--- config.mk ---
export PLATFORM = sky130hd
export DESIGN_NAME = periodic_timer_bank_flat
export DESIGN_NICKNAME = d
export VERILOG_FILES = /design/src/hdl/ptb_pkg.sv /design/src/hdl/ptb_in_if.sv /design/src/hdl/ptb_out_if.sv /design/src/hdl/periodic_timer_bank.sv /design/src/hdl/ptb_slot_mem.sv /design/src/flat_wrapper.sv
export SDC_FILE = /design/constraint.sdc
export NUM_CORES = 1
export LEC_CHECK = 0
export BUFFER_PORTS_ARGS = -buffer_cell sky130_fd_sc_hd__buf_2
export CAP_MARGIN = 10
export CORE_ASPECT_RATIO = 1.2
export CORE_MARGIN = 8
export CORE_UTILIZATION = 67
export CTS_BUF_LIST = sky130_fd_sc_hd__clkbuf_4 sky130_fd_sc_hd__clkbuf_8
export DETAILED_ROUTE_END_ITERATION = 6
export PLACE_DENSITY = 0.95
export SKIP_LAST_GASP = 1
export SYNTH_ARGS = -nofsm -noshare
export SYNTH_HDL_FRONTEND = slang
export SYNTH_SLANG_ARGS = --single-unit
--- constraint.sdc ---
create_clock -name clk -period 11.5 [get_ports clk]
set_input_delay 2.3 -clock clk [delete_from_list [all_inputs] [get_ports clk]]
set_output_delay 2.3 -clock clk [all_outputs]
set_load 0.02 [all_outputs]
--- src/hdl/ptb_pkg.sv ---
// Shared types and constants of the periodic timer bank.
`timescale 1ns / 1ps
package ptb_pkg;

  localparam int CMD_W    = 2;
  localparam int HANDLE_W = 16;
  localparam int TICK_W   = 16;
  localparam int SLOT_W   = 3;
  localparam int KIND_W   = 3;
  localparam int FCNT_W   = 4;

  // Most fired results one tick may produce.
  localparam logic [FCNT_W-1:0] MAX_FIRE = 4'd8;

  localparam logic [CMD_W-1:0] CMD_TICK = 2'd0;
  localparam logic [CMD_W-1:0] CMD_REG  = 2'd1;
  localparam logic [CMD_W-1:0] CMD_SET  = 2'd2;

  localparam logic [KIND_W-1:0] KIND_NONE  = 3'd0;
  localparam logic [KIND_W-1:0] KIND_FIRED = 3'd1;
  localparam logic [KIND_W-1:0] KIND_REG   = 3'd2;
  localparam logic [KIND_W-1:0] KIND_FULL  = 3'd3;
  localparam logic [KIND_W-1:0] KIND_SET   = 3'd4;

  typedef enum logic [1:0] {
    ST_IDLE = 2'b01,
    ST_WALK = 2'b10
  } ptb_state_t;

  // One timer entry as held in the timer memory.
  typedef struct packed {
    logic [TICK_W-1:0] deadline;
    logic [TICK_W-1:0] reload;
  } ptb_timer_t;

endpackage

--- src/hdl/ptb_in_if.sv ---
// Request channel of the timer bank.
`timescale 1ns / 1ps
interface ptb_in_if;
  import ptb_pkg::*;

  logic                valid;
  logic                ready;
  logic [CMD_W-1:0]    cmd;
  logic [HANDLE_W-1:0] event_handle;
  logic [SLOT_W-1:0]   timer_index;
  logic [TICK_W-1:0]   period;
  logic                repeat_req;

  modport source (output valid, cmd, event_handle, timer_index, period, repeat_req,
                  input ready);
  modport sink (input valid, cmd, event_handle, timer_index, period, repeat_req,
                output ready);
endinterface

--- src/hdl/ptb_out_if.sv ---
// Result channel of the timer bank.
`timescale 1ns / 1ps
interface ptb_out_if;
  import ptb_pkg::*;

  logic                valid;
  logic                ready;
  logic [KIND_W-1:0]   kind;
  logic [SLOT_W-1:0]   slot;
  logic [HANDLE_W-1:0] fired_handle;
  logic [TICK_W-1:0]   now_tick;
  logic                last;

  modport source (output valid, kind, slot, fired_handle, now_tick, last,
                  input ready);
  modport sink (input valid, kind, slot, fired_handle, now_tick, last,
                output ready);
endinterface

--- src/hdl/periodic_timer_bank.sv ---
// Top level of the periodic timer bank: command decode, slot walk and result register.
//
//   channel   direction  handshake          payload
//   in_chan   in         valid/ready        cmd, event_handle, timer_index, period, repeat_req
//   out_chan  out        valid/ready        kind, slot, fired_handle, now_tick, last
//
// A register or set request is answered from the output register in the cycle after it is accepted.
// A tick request walks the slots through the single memory read port, one slot per cycle
// while the result side does not stall.
// Allocation and armed flags are flip-flops cleared by reset; the memories need no clearing pass.
// A stall on the result side holds the walk on the slot it has just read.
`timescale 1ns / 1ps
module periodic_timer_bank #(
  parameter int NUM_SLOTS = 8
) (
  input  logic         clk,
  input  logic         rst_n,
  ptb_in_if.sink       in_chan,
  ptb_out_if.source    out_chan
);
  import ptb_pkg::*;

  localparam int IW = (NUM_SLOTS > 1) ? $clog2(NUM_SLOTS) : 1;
  localparam int CW = $clog2(NUM_SLOTS + 1);

  ptb_state_t           state_r, state_nxt;
  logic [TICK_W-1:0]    tick_r, tick_nxt;
  logic [NUM_SLOTS-1:0] alloc_r, alloc_nxt;
  logic [NUM_SLOTS-1:0] active_r, active_nxt;
  logic [CW-1:0]        rd_cnt_r, rd_cnt_nxt;
  logic                 s2_v_r, s2_v_nxt;
  logic [IW-1:0]        s2_idx_r, s2_idx_nxt;
  logic [FCNT_W-1:0]    fire_cnt_r, fire_cnt_nxt;
  logic                 pend_v_r, pend_v_nxt;
  logic [SLOT_W-1:0]    pend_slot_r, pend_slot_nxt;
  logic [HANDLE_W-1:0]  pend_handle_r, pend_handle_nxt;

  logic                 out_v_r, out_v_nxt;
  logic [KIND_W-1:0]    out_kind_r, out_kind_nxt;
  logic [SLOT_W-1:0]    out_slot_r, out_slot_nxt;
  logic [HANDLE_W-1:0]  out_handle_r, out_handle_nxt;
  logic [TICK_W-1:0]    out_tick_r, out_tick_nxt;
  logic                 out_last_r, out_last_nxt;

  logic                 out_free;
  logic                 in_acc;
  logic                 free_found;
  logic [IW-1:0]        free_idx;
  logic                 set_ok;
  logic                 s2_fire;
  logic                 s2_adv;
  logic                 rd_issue;
  logic                 walk_done;

  logic                 mem_h_we;
  logic                 mem_t_we;
  logic [IW-1:0]        mem_wr_addr;
  ptb_timer_t           mem_t_wdata;
  logic [HANDLE_W-1:0]  rd_handle;
  ptb_timer_t           rd_timer;

  ptb_slot_mem #(
    .DEPTH (NUM_SLOTS),
    .AW    (IW)
  ) u_mem (
    .clk       (clk),
    .rd_en     (rd_issue),
    .rd_addr   (rd_cnt_r[IW-1:0]),
    .wr_addr   (mem_wr_addr),
    .h_we      (mem_h_we),
    .h_wdata   (in_chan.event_handle),
    .t_we      (mem_t_we),
    .t_wdata   (mem_t_wdata),
    .rd_handle (rd_handle),
    .rd_timer  (rd_timer)
  );

  assign out_free       = !out_v_r || out_chan.ready;
  assign in_chan.ready  = (state_r == ST_IDLE) && out_free;
  assign in_acc         = in_chan.valid && in_chan.ready;
  assign set_ok         = {29'd0, in_chan.timer_index} < 32'(NUM_SLOTS);

  // Lowest-numbered slot not yet bound to a handle.
  always_comb begin
    free_found = 1'b0;
    free_idx   = '0;
    for (int i = 0; i < NUM_SLOTS; i++) begin
      if (!alloc_r[i] && !free_found) begin
        free_found = 1'b1;
        free_idx   = IW'(i);
      end
    end
  end

  // Second walk stage: the entry read by the first stage is compared with the new count.
  assign s2_fire   = active_r[s2_idx_r] && (rd_timer.deadline == tick_r) &&
                     (fire_cnt_r < MAX_FIRE);
  assign s2_adv    = s2_v_r && (!s2_fire || !pend_v_r || out_free);
  assign rd_issue  = (state_r == ST_WALK) && (rd_cnt_r < CW'(NUM_SLOTS)) &&
                     (!s2_v_r || s2_adv);
  assign walk_done = (state_r == ST_WALK) && (rd_cnt_r == CW'(NUM_SLOTS)) &&
                     !s2_v_r && out_free;

  always_comb begin
    mem_h_we    = 1'b0;
    mem_t_we    = 1'b0;
    mem_wr_addr = s2_idx_r;
    mem_t_wdata = rd_timer;
    if (state_r == ST_IDLE) begin
      if (in_chan.cmd == CMD_REG) begin
        mem_wr_addr = free_idx;
        mem_h_we    = in_acc && free_found;
      end else begin
        mem_wr_addr          = IW'(in_chan.timer_index);
        mem_t_we             = in_acc && (in_chan.cmd == CMD_SET) && set_ok;
        mem_t_wdata.deadline = tick_r + in_chan.period;
        mem_t_wdata.reload   = in_chan.repeat_req ? in_chan.period : '0;
      end
    end else begin
      // A periodic slot that fires moves its deadline on by its reload.
      mem_t_we             = s2_adv && s2_fire && (rd_timer.reload != '0);
      mem_t_wdata.deadline = tick_r + rd_timer.reload;
    end
  end

  always_comb begin
    state_nxt       = state_r;
    tick_nxt        = tick_r;
    alloc_nxt       = alloc_r;
    active_nxt      = active_r;
    rd_cnt_nxt      = rd_cnt_r;
    s2_v_nxt        = s2_v_r;
    s2_idx_nxt      = s2_idx_r;
    fire_cnt_nxt    = fire_cnt_r;
    pend_v_nxt      = pend_v_r;
    pend_slot_nxt   = pend_slot_r;
    pend_handle_nxt = pend_handle_r;
    out_v_nxt       = out_v_r && !out_chan.ready;
    out_kind_nxt    = out_kind_r;
    out_slot_nxt    = out_slot_r;
    out_handle_nxt  = out_handle_r;
    out_tick_nxt    = out_tick_r;
    out_last_nxt    = out_last_r;

    unique case (state_r)
      ST_IDLE: begin
        if (in_acc) begin
          out_tick_nxt = tick_r;
          out_last_nxt = 1'b1;
          out_slot_nxt = '0;
          out_handle_nxt = '0;
          out_kind_nxt = KIND_NONE;
          priority if (in_chan.cmd == CMD_TICK) begin
            tick_nxt     = tick_r + 1'b1;
            state_nxt    = ST_WALK;
            rd_cnt_nxt   = '0;
            s2_v_nxt     = 1'b0;
            fire_cnt_nxt = '0;
            pend_v_nxt   = 1'b0;
          end else if (in_chan.cmd == CMD_REG) begin
            out_v_nxt = 1'b1;
            if (free_found) begin
              alloc_nxt[free_idx] = 1'b1;
              out_kind_nxt        = KIND_REG;
              out_slot_nxt        = SLOT_W'(free_idx);
              out_handle_nxt      = in_chan.event_handle;
            end else begin
              out_kind_nxt = KIND_FULL;
            end
          end else if (in_chan.cmd == CMD_SET) begin
            out_v_nxt    = 1'b1;
            out_kind_nxt = KIND_SET;
            out_slot_nxt = in_chan.timer_index;
            if (set_ok) begin
              active_nxt[IW'(in_chan.timer_index)] = 1'b1;
            end
          end else begin
            out_v_nxt = 1'b1;
          end
        end
      end
      ST_WALK: begin
        if (rd_issue) begin
          rd_cnt_nxt = rd_cnt_r + 1'b1;
          s2_v_nxt   = 1'b1;
          s2_idx_nxt = rd_cnt_r[IW-1:0];
        end else if (s2_adv) begin
          s2_v_nxt = 1'b0;
        end
        if (s2_adv && s2_fire) begin
          fire_cnt_nxt = fire_cnt_r + 1'b1;
          if (rd_timer.reload == '0) begin
            active_nxt[s2_idx_r] = 1'b0;
          end
          // The previous fired slot is now known not to be the last result.
          if (pend_v_r) begin
            out_v_nxt      = 1'b1;
            out_kind_nxt   = KIND_FIRED;
            out_slot_nxt   = pend_slot_r;
            out_handle_nxt = pend_handle_r;
            out_tick_nxt   = tick_r;
            out_last_nxt   = 1'b0;
          end
          pend_v_nxt      = 1'b1;
          pend_slot_nxt   = SLOT_W'(s2_idx_r);
          pend_handle_nxt = rd_handle;
        end
        if (walk_done) begin
          state_nxt    = ST_IDLE;
          pend_v_nxt   = 1'b0;
          out_v_nxt    = 1'b1;
          out_tick_nxt = tick_r;
          out_last_nxt = 1'b1;
          if (pend_v_r) begin
            out_kind_nxt   = KIND_FIRED;
            out_slot_nxt   = pend_slot_r;
            out_handle_nxt = pend_handle_r;
          end else begin
            out_kind_nxt   = KIND_NONE;
            out_slot_nxt   = '0;
            out_handle_nxt = '0;
          end
        end
      end
      default: begin
        state_nxt = ST_IDLE;
      end
    endcase
  end

  always_ff @(posedge clk) begin
    if (!rst_n) begin
      state_r    <= ST_IDLE;
      tick_r     <= '0;
      alloc_r    <= '0;
      active_r   <= '0;
      rd_cnt_r   <= '0;
      s2_v_r     <= 1'b0;
      fire_cnt_r <= '0;
      pend_v_r   <= 1'b0;
      out_v_r    <= 1'b0;
    end else begin
      state_r    <= state_nxt;
      tick_r     <= tick_nxt;
      alloc_r    <= alloc_nxt;
      active_r   <= active_nxt;
      rd_cnt_r   <= rd_cnt_nxt;
      s2_v_r     <= s2_v_nxt;
      fire_cnt_r <= fire_cnt_nxt;
      pend_v_r   <= pend_v_nxt;
      out_v_r    <= out_v_nxt;
    end
  end

  always_ff @(posedge clk) begin
    s2_idx_r      <= s2_idx_nxt;
    pend_slot_r   <= pend_slot_nxt;
    pend_handle_r <= pend_handle_nxt;
    out_kind_r    <= out_kind_nxt;
    out_slot_r    <= out_slot_nxt;
    out_handle_r  <= out_handle_nxt;
    out_tick_r    <= out_tick_nxt;
    out_last_r    <= out_last_nxt;
  end

  assign out_chan.valid        = out_v_r;
  assign out_chan.kind         = out_kind_r;
  assign out_chan.slot         = out_slot_r;
  assign out_chan.fired_handle = out_handle_r;
  assign out_chan.now_tick     = out_tick_r;
  assign out_chan.last         = out_last_r;

endmodule

--- src/hdl/ptb_slot_mem.sv ---
// Handle and timer memories of the bank, one read and one write port each.
`timescale 1ns / 1ps
module ptb_slot_mem #(
  parameter int DEPTH = 8,
  parameter int AW    = 3
) (
  input  logic                          clk,
  input  logic                          rd_en,
  input  logic [AW-1:0]                 rd_addr,
  input  logic [AW-1:0]                 wr_addr,
  input  logic                          h_we,
  input  logic [ptb_pkg::HANDLE_W-1:0]  h_wdata,
  input  logic                          t_we,
  input  ptb_pkg::ptb_timer_t           t_wdata,
  output logic [ptb_pkg::HANDLE_W-1:0]  rd_handle,
  output ptb_pkg::ptb_timer_t           rd_timer
);
  import ptb_pkg::*;

  logic [HANDLE_W-1:0] handle_mem [DEPTH];
  ptb_timer_t          timer_mem  [DEPTH];

  always_ff @(posedge clk) begin
    if (h_we) begin
      handle_mem[wr_addr] <= h_wdata;
    end
    if (t_we) begin
      timer_mem[wr_addr] <= t_wdata;
    end
  end

  // Read data is held while no read is issued, so a stalled walk keeps its entry.
  always_ff @(posedge clk) begin
    if (rd_en) begin
      rd_handle <= handle_mem[rd_addr];
      rd_timer  <= timer_mem[rd_addr];
    end
  end

endmodule

--- src/flat_wrapper.sv ---
// flat-port wrapper written by rule: the top's interface ports become plain ports
module periodic_timer_bank_flat import ptb_pkg::*;
#(
  parameter int NUM_SLOTS = 8
)
  (clk, rst_n, in_chan_valid, in_chan_cmd, in_chan_event_handle, in_chan_timer_index, in_chan_period, in_chan_repeat_req, in_chan_ready, out_chan_valid, out_chan_kind, out_chan_slot, out_chan_fired_handle, out_chan_now_tick, out_chan_last, out_chan_ready);
  ptb_in_if in_chan_i ();
  ptb_out_if out_chan_i ();
  input  logic clk;
  input  logic rst_n;
  input wire logic [$bits(in_chan_i.valid)-1:0] in_chan_valid;
  input wire logic [$bits(in_chan_i.cmd)-1:0] in_chan_cmd;
  input wire logic [$bits(in_chan_i.event_handle)-1:0] in_chan_event_handle;
  input wire logic [$bits(in_chan_i.timer_index)-1:0] in_chan_timer_index;
  input wire logic [$bits(in_chan_i.period)-1:0] in_chan_period;
  input wire logic [$bits(in_chan_i.repeat_req)-1:0] in_chan_repeat_req;
  output wire logic [$bits(in_chan_i.ready)-1:0] in_chan_ready;
  output wire logic [$bits(out_chan_i.valid)-1:0] out_chan_valid;
  output wire logic [$bits(out_chan_i.kind)-1:0] out_chan_kind;
  output wire logic [$bits(out_chan_i.slot)-1:0] out_chan_slot;
  output wire logic [$bits(out_chan_i.fired_handle)-1:0] out_chan_fired_handle;
  output wire logic [$bits(out_chan_i.now_tick)-1:0] out_chan_now_tick;
  output wire logic [$bits(out_chan_i.last)-1:0] out_chan_last;
  input wire logic [$bits(out_chan_i.ready)-1:0] out_chan_ready;
  assign in_chan_i.valid = in_chan_valid;
  assign in_chan_i.cmd = in_chan_cmd;
  assign in_chan_i.event_handle = in_chan_event_handle;
  assign in_chan_i.timer_index = in_chan_timer_index;
  assign in_chan_i.period = in_chan_period;
  assign in_chan_i.repeat_req = in_chan_repeat_req;
  assign in_chan_ready = in_chan_i.ready;
  assign out_chan_valid = out_chan_i.valid;
  assign out_chan_kind = out_chan_i.kind;
  assign out_chan_slot = out_chan_i.slot;
  assign out_chan_fired_handle = out_chan_i.fired_handle;
  assign out_chan_now_tick = out_chan_i.now_tick;
  assign out_chan_last = out_chan_i.last;
  assign out_chan_i.ready = out_chan_ready;
  periodic_timer_bank #(.NUM_SLOTS(NUM_SLOTS)) u_core (.clk(clk), .rst_n(rst_n), .in_chan(in_chan_i), .out_chan(out_chan_i));
endmodule
# Word level (Yosys, flattened, before mapping)
# Memory sizes are Yosys's and may differ from the RTL's. A register that Yosys moved wholly into a read port is not among the register bits.
# Index checks and enable logic that the tools add are counted.
[word_totals]
regBits = 106
ram_bits = 384
in_bits = 42
elab_cells = 224
mem_count = 2
[op_classes]
add_sub_neg = 5
magnitude_cmp = 8
eq_ne = 18
n_mux = 107
bitwise_logic = 5
n_reduce_logical = 62
[memory_table]
columns = ["memory", "words", "width", "rd", "rd_ports_with_merged_regs", "wr", "line", "text"]
rows = [
  ["u_core.u_mem.timer_mem", 8, 32, 1, 1, 1, "ptb_slot_mem.sv:21", "ptb_timer_t timer_mem [DEPTH];"],
  ["u_core.u_mem.handle_mem", 8, 16, 1, 1, 1, "ptb_slot_mem.sv:20", "logic [HANDLE_W-1:0] handle_mem [DEPTH];"],
]
[ops]
columns = ["cell", "n"]
rows = [
  ["16-bit two-way mux", 15],
  ["3-bit two-way mux", 24],
  ["16-bit one-hot mux with 2 select lines", 2],
  ["8-bit two-way mux", 6],
  ["1-bit two-way mux", 38],
  ["16-bit adder", 2],
  ["32-bit two-way mux", 1],
  ["1-bit logical AND", 25],
  ["4-bit AND reduction", 5],
  ["1-bit logical NOT", 18],
  ["16-bit by 1-bit adder with 16-bit output, second input constant", 1],
  ["16-bit == test", 1],
  ["16-bit logical NOT", 1],
  ["4-bit two-way mux", 4],
  ["8-bit bitwise OR", 2],
  ["4-bit one-hot mux with 2 select lines", 2],
  ["8-bit one-hot mux with 2 select lines", 1],
  ["16-bit nonzero test", 1],
  ["3-bit by 4-bit < comparator with 1-bit output, second input constant", 3],
  ["2-bit != test, second input constant", 6],
  ["3-bit one-hot mux with 2 select lines", 2],
  ["1-bit demux with 3-bit select", 3],
  ["3-bit by 1-bit >= comparator with 1-bit output, second input constant", 3],
  ["4-bit by 1-bit adder with 4-bit output, second input constant", 2],
  ["other kinds (21)", 37],
]

# Depth between registers and ports, before layout
# Gate-level depths: netlist (run 1).
[logic_depth]
word_depth = 26
depth_mapped = 11
depth_no_buf = 11

# Cells and area by module
# A second synthesis (run 1) with hierarchy kept.
[unflattened]
hier_cells = 1329
area_unflattened_um2 = 22625.4
[modules_own_cells]
columns = ["module", "instances", "cells_each", "area_each_um2"]
rows = [
  ["ptb_slot_mem", 1, 626, 16143.0],
  ["periodic_timer_bank", 1, 703, 6482.5],
]

# Worst setup path before layout (run 1)
# Ideal clock, no wire load.
[synth_timing]
path_type = "input -> register"
start = "input port out_chan_ready"
end = "register u_core.out_handle_r[0], in the netlist u_core.out_chan.fired_handle[0] (enable)"
t_arrival_ns = 5.910
required_ns = 11.006
setup_slack_ns = 5.096
cell_stages = 7
cell_sequence = "nand2b_1 > buf_2 > nand4_1 > and2_1 > inv_1 > a21oi_1 > a211oi_1"
[synth_between]
elab_chain_len = 6
[synth_rtl]
columns = ["item", "line", "text"]
rows = [
  ["from (decl)", "flat_wrapper.sv:24", "input wire logic [$bits(out_chan_i.ready)-1:0] out_chan_ready;"],
  ["1-bit logical OR (*)", "periodic_timer_bank.sv:78", "assign out_free = !out_v_r || out_chan.ready;"],
  ["1-bit logical OR", "periodic_timer_bank.sv:98", "assign s2_adv = s2_v_r && (!s2_fire || !pend_v_r || out_free);"],
  ["1-bit logical AND", "periodic_timer_bank.sv:98", ""],
  ["1-bit logical AND", "periodic_timer_bank.sv:190", "if (s2_adv && s2_fire) begin"],
  ["3-bit by 2-bit != test with 1-bit output (no source line)", "n/a", ""],
  ["4-bit AND reduction (no source line) (*)", "n/a", ""],
  ["to (signal assigned)", "periodic_timer_bank.sv:261", "out_handle_r <= out_handle_nxt;"],
  ["to (decl)", "periodic_timer_bank.sv:41", "logic [HANDLE_W-1:0] out_handle_r, out_handle_nxt;"],
]
# Mark *: on every way between the ends. The rest lies on a longest branch, timed or not.
# A chain may end at the register's enable or synchronous reset.

# Worst setup path in the final report (run 1)
[layout_timing]
start = "input port out_chan_ready"
end = "output port in_chan_ready"
[layout_between]
elab_chain_len = 2
[layout_rtl]
columns = ["item", "line", "text"]
rows = [
  ["1-bit logical OR", "periodic_timer_bank.sv:78", ""],
  ["1-bit logical AND", "periodic_timer_bank.sv:79", "assign in_chan.ready = (state_r == ST_IDLE) && out_free;"],
  ["to (decl)", "flat_wrapper.sv:17", "output wire logic [$bits(in_chan_i.ready)-1:0] in_chan_ready;"],
]
# No other way between the ends.

==> results of run 1 <==
-- per-stage QoR --
stage	hold WS, ps	total power (uW)	instances	setup WS, ps
3_5_place_dp	405	2450	1809	6070
3_3_place_gp	401	2440	1809	6190
6_report	417	3880	1948	6190
2_1_floorplan	400	2370	1315	5100
4_1_cts	415	3890	1948	6190
5_1_grt	420	3980	1948	6140
-- cell type report --
type                       instances  share of cell area
sequential                       538               0.632
multi-input combinational        695               0.259
clock buffer                     113              0.0537
tap                              450              0.0226
timing repair buffer             101              0.0222
clock inverter                    26             0.00639
inverter                          25             0.00377
-- cells by family after synthesis --
logic type      share of synthesized area
flops                               0.702
simple gates                       0.0586
compound gates                     0.0519
mux                                 0.130
buf+inv                            0.0146
xor+xnor                           0.0211
fa+ha+maj                          0.0219
-- how the worst max path moves through the flow --
| stage | from | end | slack (ps) | cells after the start |
|---|---|---|---|---|
| final | out_chan_ready | in_chan_ready | 6190 | 4 |
| after global routing | out_chan_ready | in_chan_ready | 6140 | 4 |
| after CTS | out_chan_ready | in_chan_ready | 6190 | 4 |
| after detailed placement | in_chan_cmd[1] | u_core.u_mem.timer_mem[4][0]$_DFFE_PP_ | 6070 | 7 |
| after global placement | out_chan_ready | in_chan_ready | 6190 | 4 |
| after floorplan | out_chan_ready | u_core.out_chan.fired_handle[0]$_DFFE_PP_ | 5100 | 7 |
-- metal layers --
| metal | GRT usage | vias up | wire length [um] |
|---|---|---|---|
| met5 | 0 | - | 0 |
| met4 | 0.104 | 0 | 1680 |
| met3 | 0.0480 | 145 | 4730 |
| met2 | 0.447 | 818 | 26400 |
| met1 | 0.309 | 6376 | 18000 |
| li1 | - | 5442 | - |
-- cell usage in the layout (no fill, tap or decap), types with 34 or more instances in the layout --
cell type / netlist / layout
a21oi_1: 36 / 35
buf_2: 6 / 82
clkbuf_4: 0 / 35
clkbuf_8: 0 / 78
dfxtp_1: 45 / 42
edfxtp_1: 493 / 493
ha_1: 36 / 35
mux2_2: 52 / 52
mux4_2: 96 / 96
nand2_1: 77 / 77
nor2_1: 54 / 46
o21ai_0: 54 / 54
xnor2_1: 34 / 34
-- state kept, by name, indices dropped and copies added, names as in the netlist, 16 cells and up --
name,flops
u_core.u_mem.timer_mem,256
u_core.u_mem.handle_mem,128
u_core.u_mem.rd_timer,32
u_core.out_chan.fired_handle,16
u_core.out_chan.now_tick,16
u_core.pend_handle_r,16
u_core.tick_r,16
u_core.u_mem.rd_handle,16
-- power by group through the flow --
stage               sequential [uW]  clock [uW]  combinational [uW]
floorplan                      2270           0                95.2
global placement               2240           0                 192
detailed placement             2250           0                 203
CTS                            2210        1480                 205
global route                   2210        1550                 220
finish                         2210        1460                 207
-- critical path, cell delays in order --
cell,delay (ps)
buf_2,90
nand2b_1,250
and2_1,220
buf_2,160
==> reports/summary.txt, run 1 <==
MaxCap Viol Count = 0
Leak = 0.00835 uW
Synth top area share = 0.662
Largest net degree at the start of global routing = 69
Top_reg_cell synth = edfxtp_1
Sw Share = 0.225
#FFs+latches synth = 538
Final Hold Fails = 0
Reg-to-Reg Start = u_core.tick_r[2]$_SDFFE_PN0P_
Gate power share = 0.053
Post-synthesis cell area = 22,400 sq um
Max-Slew Margin vs Limit = 0.157
GPL Wtd Cong = 0.881
Run status = complete, but fails checks
Setup TNS Final = 0 ps
CTS tree = done
CTS Hold Bufs = 0
Global route overflow = 0
Synth area leader = edfxtp_1
Cell with the most instances after synthesis = edfxtp_1
Sink of the worst hold path = u_core.pend_handle_r[9]$_DFFE_PP_
Starting DRT DRC Count = 1,388
Area contributors post-synth = edfxtp_1 66%, mux4_2 9.7%, dfxtp_1 4.0%
Root buffer cell = clkbuf_8
Clock share of power = 0.377
Register Area = 15,700 sq um
Worst r2r path cells = 8
Final wirelength = 50,700 um
Core box area = 33,100 sq um
Vias/cell = 6.56
Syn_nets = 1,395
Sw power = 871 uW
Final Max Tran Viols = 0
P_int = 3000 uW
CTS Buf Count = 78
IO Count = 83
Postcts setup bufs = 0
Hold_sp = u_core.u_mem.rd_handle[9]$_DFFE_PP_
WS Path Type = input port to output port
Final period util = 0.462
Syn. warnings = 0
Cells after Synth = 1,315
Via count = 12,800
Layout Skew = 42.2 ps
Fmax = 188 MHz
DP Area = 23,400 sq um
CTS clk-pin slew, worst paths = 60 ps
Worst-Skew Late Latency = 630 ps
Final setup viols = 0
Post-layout net count = 1,519
Critical Path RT = 9200 ps
Critical Path AT = 3010 ps
RSZ-0062 raised after global routing = no
Multi-input gate area = 6450 sq um
CTS max path bufs = 3
Detail-routed net length per standard cell = 26.1 um
Chip Width = 183 um
Async set or reset register ratio after synthesis = 0
Die footprint = 39,500 sq um
Die Ht = 216 um
Layout Utilization = 0.752
Antenna violations before repair = 0
Power Density = 156 nW/um^2
Worst hold stages = 0
Synth cell types = 65
Vias in the first global route = 13,200
Sequential cell area fraction in the yosys report = 0.702
Initial Util = 0.677
Share of layout cells above drive strength 1 = 0.267
Ant. Diodes = 0
Drt pass-1 iters = 7
Global-route wire length before repair = 76,300 um
Worst setup SP type = input port
Sequential Power Share = 0.569
Tot GR Track Use = 0.255
Post-DRT Antenna Nets = 0
Final min period = 5310 ps
Setup crit end kind = output port
Violated checks = DRC
Post-synth top cells = 493 x edfxtp_1, 96 x mux4_2, 77 x nand2_1
Clock sinks = 538
Syn avg cell area = 17.0 sq um
Port Buffers = 82
DPL Wire Length = 31,000 um
Worst slew pin tran = 1260 ps
Post-route cell area = 24,900 sq um
Post-synth EDFFs = 493
Critical R2R Capture = u_core.u_mem.timer_mem[1][4]$_DFFE_PP_
Post_cts resized = 0
Residual DRC = 4
Worst Path Max Fanout = 7
Layout Area Growth over Synthesis = 11.1%
HP Class = flop to flop
R2r setup slk = 7300 ps
FP Rows = 73
VDD IR max = 0.136 mV
Layout filler cell count = 1,754
Clock H-tree levels = 3
Power figures use the tool's default switching activity.
==> run 2, diff against run 1 <==
--- a/config.mk
+++ b/config.mk
@@ -9,10 +9,10 @@
 export CAP_MARGIN = 10
 export CORE_ASPECT_RATIO = 1.2
 export CORE_MARGIN = 8
-export CORE_UTILIZATION = 67
+export CORE_UTILIZATION = 58
 export CTS_BUF_LIST = sky130_fd_sc_hd__clkbuf_4 sky130_fd_sc_hd__clkbuf_8
 export DETAILED_ROUTE_END_ITERATION = 6
-export PLACE_DENSITY = 0.95
+export PLACE_DENSITY = 0.9
 export SKIP_LAST_GASP = 1
 export SYNTH_ARGS = -nofsm -noshare
 export SYNTH_HDL_FRONTEND = slang
==> constraint.sdc (replaced) <==
create_clock -name clk -period 4.55 [get_ports clk]
set_input_delay 0.91 -clock clk [delete_from_list [all_inputs] [get_ports clk]]
set_output_delay 0.91 -clock clk [all_outputs]
set_load 0.02 [all_outputs]
==> run 2 against run 1 <==
The flow now finishes without violations. Routed wire length down 0.98%. Die area up 14%. Final cell count up 2.8%. Hold slack about the same. Largest cell class unchanged. Clock skew up 15 ps. First-iteration DRC count down 0.65%. Clock power rose to 2.7 times the previous value.
==> reports/summary.txt, run 2 (synthesized netlist as in run 1, its figures left out) <==
Run status = completed (was complete, but fails checks)
Postcts setup bufs = 0 (unchanged)
Slowest cell on the critical path = nor4_1 (was nand2b_1)
Largest Register = u_core.u_mem.timer_mem (unchanged)
Setup TNS Final = 0 ps (unchanged)
Final Max Tran Viols = 0 (unchanged)
GPL Wtd Cong = 0.881 (about the same)
Initial Util = 0.582 (was 0.677)
Leak = 0.00849 uW (was 0.00835 uW)
Worst-Skew Late Latency = 660 ps (was 630 ps)
Final Hold Fails = 0 (unchanged)
Die Ht = 231 um (was 216 um)
RSZ-0062 raised after global routing = no (unchanged)
Fmax = 264 MHz
Core box area = 38,500 sq um (was 33,100 sq um)
Drt pass-1 iters = 6 (was 7)
CTS Buf Count = 82 (was 78)
Critical Path RT = 4850 ps (was 9200 ps)
Worst setup SP type = flop (was input port)
Via count = 12,700 (was 12,800)
Reg-to-Reg Start = u_core.tick_r[6]$_SDFFE_PN0P_ (was u_core.tick_r[2]$_SDFFE_PN0P_)
Critical Path AT = 4080 ps (was 3010 ps)
Vias/cell = 6.33 (was 6.56)
Finished Layout Cells = 2,002 (was 1,948)
Layout Skew = 56.8 ps (was 42.2 ps)
Layout Area Growth over Synthesis = 12.5% (was 11.1%)
Sw Share = 0.221 (was 0.225)
CTS tree = done (unchanged)
Placed Cells incl. Taps = 1,854 (was 1,809)
Post-route cell area = 25,200 sq um (was 24,900 sq um)
CTS max path bufs = 3 (unchanged)
Root buffer cell = clkbuf_8 (unchanged)
Most frequent cells in the layout = 493 x edfxtp_1, 96 x mux4_2, 90 x clkbuf_8 (was 493 x edfxtp_1, 96 x mux4_2, 82 x buf_2)
CTS clk-pin slew, worst paths = 70 ps (was 60 ps)
Most common cell after layout, fill and taps aside = edfxtp_1 (unchanged)
VDD IR max = 0.357 mV (was 0.136 mV)
Setup crit end kind = flop (was output port)
Cell chain of the critical path = xor2_1 -> nor4_1 -> nand4_1 -> and4bb_4 -> and2b_1 -> a21bo_2 -> nand2_1 -> nor2_4 -> buf_12 (was buf_2 -> nand2b_1 -> and2_1 -> buf_2)
Antenna violations before repair = 0 (unchanged)
Port Buffers = 82 (unchanged)
Ant. Diodes = 0 (unchanged)
Largest net degree at the start of global routing = 68 (was 69)
Critical path endpoint = u_core.u_mem.timer_mem[4][2]$_DFFE_PP_ (was in_chan_ready)
Largest register FFs = 256 (unchanged)
P_int = 7860 uW (was 3000 uW)
WS Path Type = flop to flop (was input port to output port)
Critical Path Source = u_core.tick_r[6]$_SDFFE_PN0P_ (was out_chan_ready)
Chip Width = 195 um (was 183 um)
Share of layout cells above drive strength 1 = 0.278 (was 0.267)
Post_cts resized = 0 (unchanged)
DPL Wire Length = 30,500 um (was 31,000 um)
Residual DRC = 0 (was 4)
Worst r2r path cells = 9 (was 8)
Leading registers by flop count = u_core.u_mem.timer_mem: 256 flops, u_core.u_mem.handle_mem: 128 flops, u_core.u_mem.rd_timer: 32 flops (unchanged)
Starting DRT DRC Count = 1,379 (was 1,388)
Post-layout net count = 1,532 (was 1,519)
HP Class = flop to flop (unchanged)
IO Count = 83 (unchanged)
Sequential Power Share = 0.553 (was 0.569)
Max-Slew Margin vs Limit = 0.278 (was 0.157)
CTS Hold Bufs = 0 (unchanged)
Die footprint = 45,100 sq um (was 39,500 sq um)
DP Area = 23,500 sq um (was 23,400 sq um)
CP max stage delay = 660 ps (was 250 ps)
Global route overflow = 0 (unchanged)
FP Rows = 79 (was 73)
Detail-routed net length per standard cell = 25.1 um (was 26.1 um)
R2r setup slk = 770 ps (was 7300 ps)
Worst Path Max Fanout = 20 (was 7)
Global-route wire length before repair = 76,500 um (was 76,300 um)
Gate power share = 0.052 (was 0.053)
Vias in the first global route = 13,300 (was 13,200)
Clock H-tree levels = 3 (unchanged)
Final min period = 3780 ps
MaxCap Viol Count = 0 (unchanged)
Critical R2R Capture = u_core.u_mem.timer_mem[4][2]$_DFFE_PP_ (was u_core.u_mem.timer_mem[1][4]$_DFFE_PP_)
Post-DRT Antenna Nets = 0 (unchanged)
Final setup viols = 0 (unchanged)
Sw power = 2230 uW (was 871 uW)
Worst slew pin tran = 1080 ps (was 1260 ps)
Clock sinks = 538 (unchanged)
Final period util = 0.832
Power Density = 401 nW/um^2 (was 156 nW/um^2)
Clock share of power = 0.395 (was 0.377)
Final wirelength = 50,200 um (was 50,700 um)
Tot GR Track Use = 0.224 (was 0.255)
Hold_sp = u_core.u_mem.rd_handle[15]$_DFFE_PP_ (was u_core.u_mem.rd_handle[9]$_DFFE_PP_)
-- run 2: critical path, delay by kind of cell, from the launching register on --
family | cells | cell delay, ps
compound gates | 1 | 200
xor+xnor | 1 | 110
buf+inv | 1 | 270
flops | 1 | 520
simple gates | 6 | 2320
-- run 2: how the worst min path moves through the flow --
stage / endpoint / slack (ps) / depth (start not counted)
finish: u_core.pend_handle_r[15]$_DFFE_PP_ / 420 / 0
global route: u_core.pend_handle_r[13]$_DFFE_PP_ / 430 / 0
CTS: u_core.pend_handle_r[15]$_DFFE_PP_ / 420 / 0
detailed placement: u_core.pend_handle_r[5]$_DFFE_PP_ / 400 / 0
global placement: u_core.pend_handle_r[2]$_DFFE_PP_ / 400 / 0
floorplan: u_core.pend_handle_r[0]$_DFFE_PP_ / 400 / 0
-- run 2: layout make-up --
cell class              instances  area [sq um]
repair buffers                110           658
well taps                     486           608
fillers                      2413         13300
clock buffers                 118          1450
inverters                      25          93.8
clock inverters                30           205
multi-input cells             695          6450
flip-flops and latches        538         15700
-- run 2: through the flow --
step | setup slack [ps] | hold WS [ps] | util | power (uW)
CTS | 960 | 420 | 0.655 | 10100
detailed placement | 707 | 405 | 0.612 | 6200
finish | 765 | 416 | 0.655 | 10100
global route | 646 | 427 | 0.655 | 10400
global placement | 944 | 400 | 0.612 | 6170
floorplan | 419 | 400 | - | 5980
-- run 2: power groups by stage --
stage          Sequential (uW)  Combinational [uW]  Clock (uW)
4_1_cts                   5580                 526        4030
5_1_grt                   5580                 565        4260
6_report                  5580                 527        3980
3_3_place_gp              5680                 498           0
3_5_place_dp              5680                 524           0
2_1_floorplan             5740                 242           0
-- run 2: metal layers --
metal | global-route usage | share of wire | vias to the layer above
met1 | 0.278 | 0.37 | 6308
li1 | - | - | 5476
met2 | 0.376 | 0.50 | 748
met4 | 0.0975 | 0.036 | 0
met3 | 0.0518 | 0.093 | 149
met5 | 0 | 0 | -
